==> config.mk <==
export PLATFORM = sky130hd
export DESIGN_NAME = brb_gf_mac
export DESIGN_NICKNAME = d
export VERILOG_FILES = /design/src/hdl/brb_pkg.sv /design/src/hdl/brb_gf_mac.sv
export SDC_FILE = /design/constraint.sdc
export NUM_CORES = 1
export LEC_CHECK = 0
export BUFFER_PORTS_ARGS = -buffer_cell sky130_fd_sc_hd__buf_4
export CORE_ASPECT_RATIO = 1.4
export CORE_MARGIN = 2
export CORE_UTILIZATION = 56
export DETAILED_ROUTE_END_ITERATION = 12
export PLACE_DENSITY_LB_ADDON = 0.12
export SLEW_MARGIN = 20
export SYNTH_ARGS = -nofsm -noshare
export SYNTH_HDL_FRONTEND = slang
export SYNTH_SLANG_ARGS = --single-unit
==> constraint.sdc <==
create_clock -name i_clk -period 5.14 [get_ports i_clk]
set_input_delay 1.028 -clock i_clk [delete_from_list [all_inputs] [get_ports i_clk]]
set_output_delay 1.028 -clock i_clk [all_outputs]
set_load 0.02 [all_outputs]
==> src/hdl/brb_pkg.sv <==
// Shared types, sizes and GF(2^8) arithmetic for the batch recoding buffer.
// Used by brb_gf_mac and batch_recoding_buffer_gf256; no dependencies.
package brb_pkg;

    localparam int SLOTS   = 8;
    localparam int SYMBOLS = 1024;
    localparam int SLOT_W  = $clog2(SLOTS);
    localparam int CNT_W   = $clog2(SLOTS + 1);
    localparam int ADDR_W  = $clog2(SLOTS * SYMBOLS);
    localparam int DEPTH   = SLOTS * SYMBOLS;

    localparam logic [8:0] POLY_RESET = 9'h11D;

    localparam logic ACT_STORE  = 1'b0;
    localparam logic ACT_RECODE = 1'b1;

    typedef struct packed {
        logic        action;
        logic [15:0] batch_id;
        logic        packet_start;
        logic [9:0]  symbol_index;
        logic [7:0]  symbol_value;
        logic [63:0] coefficients;
    } t_in_item;

    typedef struct packed {
        logic [7:0]  recoded_symbol;
        logic [15:0] out_batch_id;
        logic [3:0]  packets_combined;
        logic        no_batch;
    } t_out_item;

    typedef struct packed {
        logic clr;
        logic en;
    } t_mac_ctl;

    function automatic logic [SLOT_W-1:0] slot_inc(input logic [SLOT_W-1:0] pos);
        logic [SLOT_W-1:0] nxt;
        if (pos == SLOT_W'(SLOTS - 1)) begin
            nxt = '0;
        end else begin
            nxt = pos + 1'b1;
        end
        return nxt;
    endfunction

    function automatic logic [7:0] gf_mul(input logic [7:0] a, input logic [7:0] b,
                                          input logic [7:0] taps);
        logic [7:0] x;
        logic [7:0] acc;
        x   = a;
        acc = '0;
        for (int i = 0; i < 8; i++) begin
            if (b[i]) begin
                acc = acc ^ x;
            end
            x = x[7] ? ({x[6:0], 1'b0} ^ taps) : {x[6:0], 1'b0};
        end
        return acc;
    endfunction

endpackage

==> src/hdl/brb_gf_mac.sv <==
// GF(2^8) multiply-accumulate unit shared by every slot of a recode walk.
// Depends on brb_pkg for gf_mul and the control struct.
module brb_gf_mac (
    input  logic            i_clk,
    input  logic            i_rst_n,
    input  brb_pkg::t_mac_ctl i_ctl,
    input  logic [7:0]      i_coef,
    input  logic [7:0]      i_symbol,
    input  logic [7:0]      i_taps,
    output logic [7:0]      o_acc
);

    logic [7:0] r_acc;
    logic [7:0] n_acc;

    always_comb begin
        n_acc = r_acc;
        if (i_ctl.clr) begin
            n_acc = '0;
        end else if (i_ctl.en) begin
            n_acc = r_acc ^ brb_pkg::gf_mul(i_coef, i_symbol, i_taps);
        end
    end

    always_ff @(posedge i_clk) begin
        if (!i_rst_n) begin
            r_acc <= '0;
        end else begin
            r_acc <= n_acc;
        end
    end

    assign o_acc = r_acc;

endmodule
* Yosys cells after proc, flatten, opt, wreduce, memory -nomap -nowiden
Cells that the tools add are included.
** Storage, ports and cells
- Input port bits :: 28
- Logic and storage cells :: 49
- Register bits after elaboration :: 8
- Output and inout bits :: 8
** Operators by class
- Multiplexer cells :: 31
- Reductions and logical operators :: 1
- Bitwise logic cells :: 16
** Operators by type and width (number)
- two-way mux 8 bit :: 31
- bitwise XOR 8 bit :: 15
- OR reduction 2 bit :: 1
- NOT 1 bit :: 1

* Longest topological paths before layout
- Depth in word-level cells :: 32
- Mapped depth :: 17
- Gate-level depth less buffers :: 13

* Least setup slack after synthesis
Ideal clock, no wire load.
- Kind :: input port to flip-flop
- Start point :: input i_coef[6]
- End point :: register r_acc[7] (netlist: o_acc[7])
- Stages :: 15
- Library setup time :: 0.127 ns
- Data required time :: 5.013 ns
- Setup slack :: 0.537 ns
- Data arrival time :: 4.476 ns
- Cell sequence :: buf_2 > nand2_2 > o221a_2 > xor2_1 > a2111oi_4 > o31a_4 > or3_4 > a211o_1 > a31o_1 > buf_6 > nand2_4 > nor3_2 > a311o_1 > mux2_1 > or3b_1
** On the way
- Word-level cells in the longest chain between the ends :: 31
- Elaborated cells between the ends (all ways) :: 42
- Classes of those cells :: 28 x mux; 14 x bitwise
** RTL lines
- from (decl) :: line brb_gf_mac.sv:7 : input logic [7:0] i_coef,
- bitwise XOR 8 bit :: line brb_pkg.sv:58 : x = x[7] ? ({x[6:0], 1'b0} ^ taps) : {x[6:0], 1'b0};
- two-way mux 8 bit * :: line brb_pkg.sv:58
- bitwise XOR 8 bit :: line brb_pkg.sv:56 : acc = acc ^ x;
- two-way mux 8 bit :: line brb_pkg.sv:55 : if (b[i]) begin
- two-way mux 8 bit :: line brb_gf_mac.sv:20 : end else if (i_ctl.en) begin
- two-way mux 8 bit :: line brb_gf_mac.sv:18 : if (i_ctl.clr) begin
- bitwise XOR 8 bit :: line brb_pkg.sv:56
- two-way mux 8 bit :: line brb_pkg.sv:55
- (+15 left out)
- two-way mux 8 bit :: line brb_pkg.sv:55
- two-way mux 8 bit :: line brb_gf_mac.sv:20
- two-way mux 8 bit :: line brb_gf_mac.sv:18
- bitwise XOR 8 bit :: line brb_pkg.sv:56
- two-way mux 8 bit * :: line brb_pkg.sv:55
- two-way mux 8 bit * :: line brb_gf_mac.sv:20
- two-way mux 8 bit * :: line brb_gf_mac.sv:18
- bitwise XOR 8 bit * :: line brb_gf_mac.sv:21 : n_acc = r_acc ^ brb_pkg::gf_mul(i_coef, i_symbol, i_taps);
- to (signal assigned) :: line brb_gf_mac.sv:29 : r_acc <= n_acc;
- to (decl) :: line brb_gf_mac.sv:13 : logic [7:0] r_acc;
Every way passes the cells marked *; elsewhere a longest branch is shown, timed or not. The select of a mux whose other input is x is not followed.
A chain may end at the register's enable or synchronous reset.

* Final worst setup path
- Start point :: input i_coef[7]
- End point :: register r_acc[7] (netlist: o_acc[7])
** On the way
- Word-level cells in the longest chain between the ends :: 32
- Elaborated cells between the ends (all ways) :: 45
- Classes of those cells :: 31 x mux; 14 x bitwise
** RTL lines (line)
- two-way mux 8 bit :: brb_pkg.sv:55
- two-way mux 8 bit :: brb_gf_mac.sv:20
- two-way mux 8 bit :: brb_gf_mac.sv:18
- bitwise XOR 8 bit :: brb_pkg.sv:56
- two-way mux 8 bit :: brb_pkg.sv:55
- two-way mux 8 bit :: brb_gf_mac.sv:20
- two-way mux 8 bit :: brb_gf_mac.sv:18
- bitwise XOR 8 bit :: brb_pkg.sv:56
- (+16 left out)
- two-way mux 8 bit :: brb_pkg.sv:55
- two-way mux 8 bit :: brb_gf_mac.sv:20
- two-way mux 8 bit :: brb_gf_mac.sv:18
- bitwise XOR 8 bit :: brb_pkg.sv:56
- two-way mux 8 bit * :: brb_pkg.sv:55
- two-way mux 8 bit * :: brb_gf_mac.sv:20
- two-way mux 8 bit * :: brb_gf_mac.sv:18
- bitwise XOR 8 bit * :: brb_gf_mac.sv:21
Marks and branches as above.

==> results_dict.tcl <==
set metrics [dict create \
    yosys_register_bits 8 \
    start_kind "input pin" \
    firstDrtPassIters 4 \
    worst-setup-path-type "input pin to flop" \
    fmax_mhz 213.8 \
    synth_nets 490 \
    crit_fanout 28 \
    post_synth.cell_area_avg_um2 7.104 \
    cts_buffers 3 \
    p_leak_uw 0.001414 \
    synth_mux_area_share_pct 3.126 \
    synth_flop_cell "dfxtp_1" \
    worstPathRequired_ns 5.25 \
    largest_register_ffs 8 \
    hp-class "flop to flop" \
    netlist.area_leader.share_pct 15.48 \
    die-area_um2 6498 \
    grt_setup_unrepaired "no" \
    num_antenna_cells 0 \
    netlist_instances 462 \
    post_cts_buffers 0 \
    dp_hpwl_um 7735 \
    slew_headroom_pct 58.02 \
    nets 506 \
    num_io_pins 36 \
    ys_types 89 \
    syn2layout_area_growth_pct 9.531 \
    grt_pass1_wl_um 15140 \
    synth_top_family_by_area "compound AO/OA/AOI/OAI gates" \
    setup_tns_ns 0 \
    initial_core_util_pct 56.77 \
    period_share_pct 90.98 \
    yosys.area.top_type "xnor2_1" \
    finalSetupViolCount 0 \
    outcome "finished, final reports clean" \
    drtIter0Drc 151 \
    nFillCells 578 \
    power_per_cell_area_nw_per_um2 268.0 \
    clock-sinks 8 \
    via_per_inst 6.436 \
    totalWireLength_um 9496 \
    slew_viol_final 0 \
    max-cap-violations 0 \
    ir_drop_mv 0.09046 \
    die_y_um 94.58 \
    async_reset_ff_share_pct 0 \
    yosys.area_share.simple_pct 30.35 \
    synth_edf_count 0 \
    ant_nets 0 \
    layout-drive-gt1-share_pct 18.91 \
    synth_warnings 0 \
    hold_violations 0 \
    finalInstanceArea_um2 3595 \
    ctsHoldBuffers 0 \
    final.min_clock_period_ns 4.677 \
    rows 33 \
    place_area_um2 3553 \
    cts.clk_slew.worst_paths_ns 0.04 \
    drc 0 \
    portBuffers 35 \
    fin_ws_ns 0.4635 \
    grt_use_total_pct 30.34 \
    cts_tree "done" \
    synth-compound-area-share_pct 30.80 \
    clockRootBuffer "clkbuf_8" \
    synth-seq-area-share_pct 4.880 \
    clock_skew_ns 0 \
    gp_congestion 0.9626 \
    wl_per_cell_um 17.39 \
    grt_overflow 0 \
    multiInputGateArea_um2 2884 \
    grt_max_degree 29 \
    dp_slack_ns 0.2429 \
    antenna_found_initial 0 \
    cts.path.max_buffers 2 \
    netlist_area_um2 3282 \
    p_total_uw 963.2 \
    synth_fa_ha_area_share_pct 0 \
    die_x_um 68.70 \
    clock_latency_ns 0.23 \
    fin_hold_ws_ns 0.4886 \
    grt_pass1_vias 3147 \
    end_kind "flop" \
    arrival_ns 4.79 \
    core_um2 5781 \
    worstMarginPinSlew_ns 0.6252 \
    synth_xor_area_share_pct 23.60 \
    yosys-top-cells-area "xnor2_1 (15%), nand2_1 (7.5%), xor2_1 (5.1%), dfxtp_1 (4.9%), o21ai_0 (3.5%)" \
    via_count 3514 \
    area.sequential_um2 160.2 \
    cts.htree.levels 1 \
    cts_resized 0 \
]
-- final timing paths --
path / from / end / slack, ns / cells past startpoint
hold / removal: o_acc[5] / o_acc[5] / 0.49 / 2
hold reg to reg: o_acc[5] / o_acc[5] / 0.49 / 2
setup / recovery: i_coef[7] / o_acc[7] / 0.46 / 14
setup reg to reg: o_acc[1] / o_acc[1] / 3.14 / 9
-- layout by cell type (no fill, tap or decap), types with 4 or more instances in the layout --
master	synthesis	final
a211o_1	7	7
a211oi_1	11	11
a21o_1	6	6
a21oi_1	15	15
a31o_2	4	4
and2_1	7	7
and3_1	7	7
buf_4	2	48
dfxtp_1	8	8
inv_1	11	11
mux2i_1	8	8
nand2_1	66	66
nand2b_1	6	6
nand3_1	18	18
nand4_1	9	9
nor2_1	21	21
nor3_1	11	11
o2111ai_1	4	4
o21ai_0	23	23
or3_1	8	8
xnor2_1	58	58
xor2_1	19	19
-- worst max-delay path, stage by stage --
cell      delay [ns]
buf_4           0.25
nor2b_4         0.24
a21boi_4        0.27
o31a_2          0.31
nor3_1          0.10
o31a_4          0.38
or3_4           0.47
and3_1          0.23
o21ai_1         0.21
xor2_2          0.13
a21boi_1        0.15
a311o_1         0.36
mux2_1          0.31
or3b_1          0.36
-- metrics by stage --
stage,instances,util (%)
6_report,546,62.19
5_1_grt,546,62.19
4_1_cts,546,62.19
3_5_place_dp,543,61.47
3_3_place_gp,543,61.47
2_1_floorplan,462,-
-- area by class of cell --
cell class	count	area share, %
clock buffers	3	1.149
inverters	11	1.149
multi-input cells	405	80.23
flip-flops and latches	8	4.455
well taps	70	2.436
repair buffers	49	10.58
-- cell families after synthesis --
logic type	Yosys count
compound gates	128
xor+xnor	82
buf+inv	49
flops	8
mux	10
simple gates	185
-- layer usage --
layer	GRT usage, %	part of all wire [%]	up-vias
met5	0	0	-
met3	1.430	3.5	49
met1	33.05	38	1625
met4	23.53	7.7	0
met2	52.80	51	126
li1	-	-	1714
-- cells in the mapped netlist (3+ instances only) --
cell type	number
inv_1	11
nor2b_1	3
buf_2	7
buf_6	5
a211o_1	7
a21oi_1	15
or2_2	3
nand2b_1	6
or3_1	8
mux2i_1	8
a32oi_1	3
clkbuf_1	20
o2111ai_1	4
nand3_1	18
a211oi_1	11
xor2_1	19
o21ai_0	23
xnor2_1	58
o21a_1	3
buf_1	4
xnor3_1	3
nand2_1	66
a2111oi_0	3
o211ai_1	3
and2_1	7
nand4_1	9
a21o_1	6
nor2_1	21
and3_1	7
a31oi_1	3
o21ai_1	3
nor3_1	11
a31o_2	4
dfxtp_1	8
-- power breakdown --
| part | total [µW] | switching (µW) | internal (µW) |
|---|---|---|---|
| logic | 797 | 435 | 362 |
| clock network | 77.9 | 27.0 | 50.9 |
| registers | 88.0 | 12.2 | 75.8 |
(Power assumes the default switching activity.)
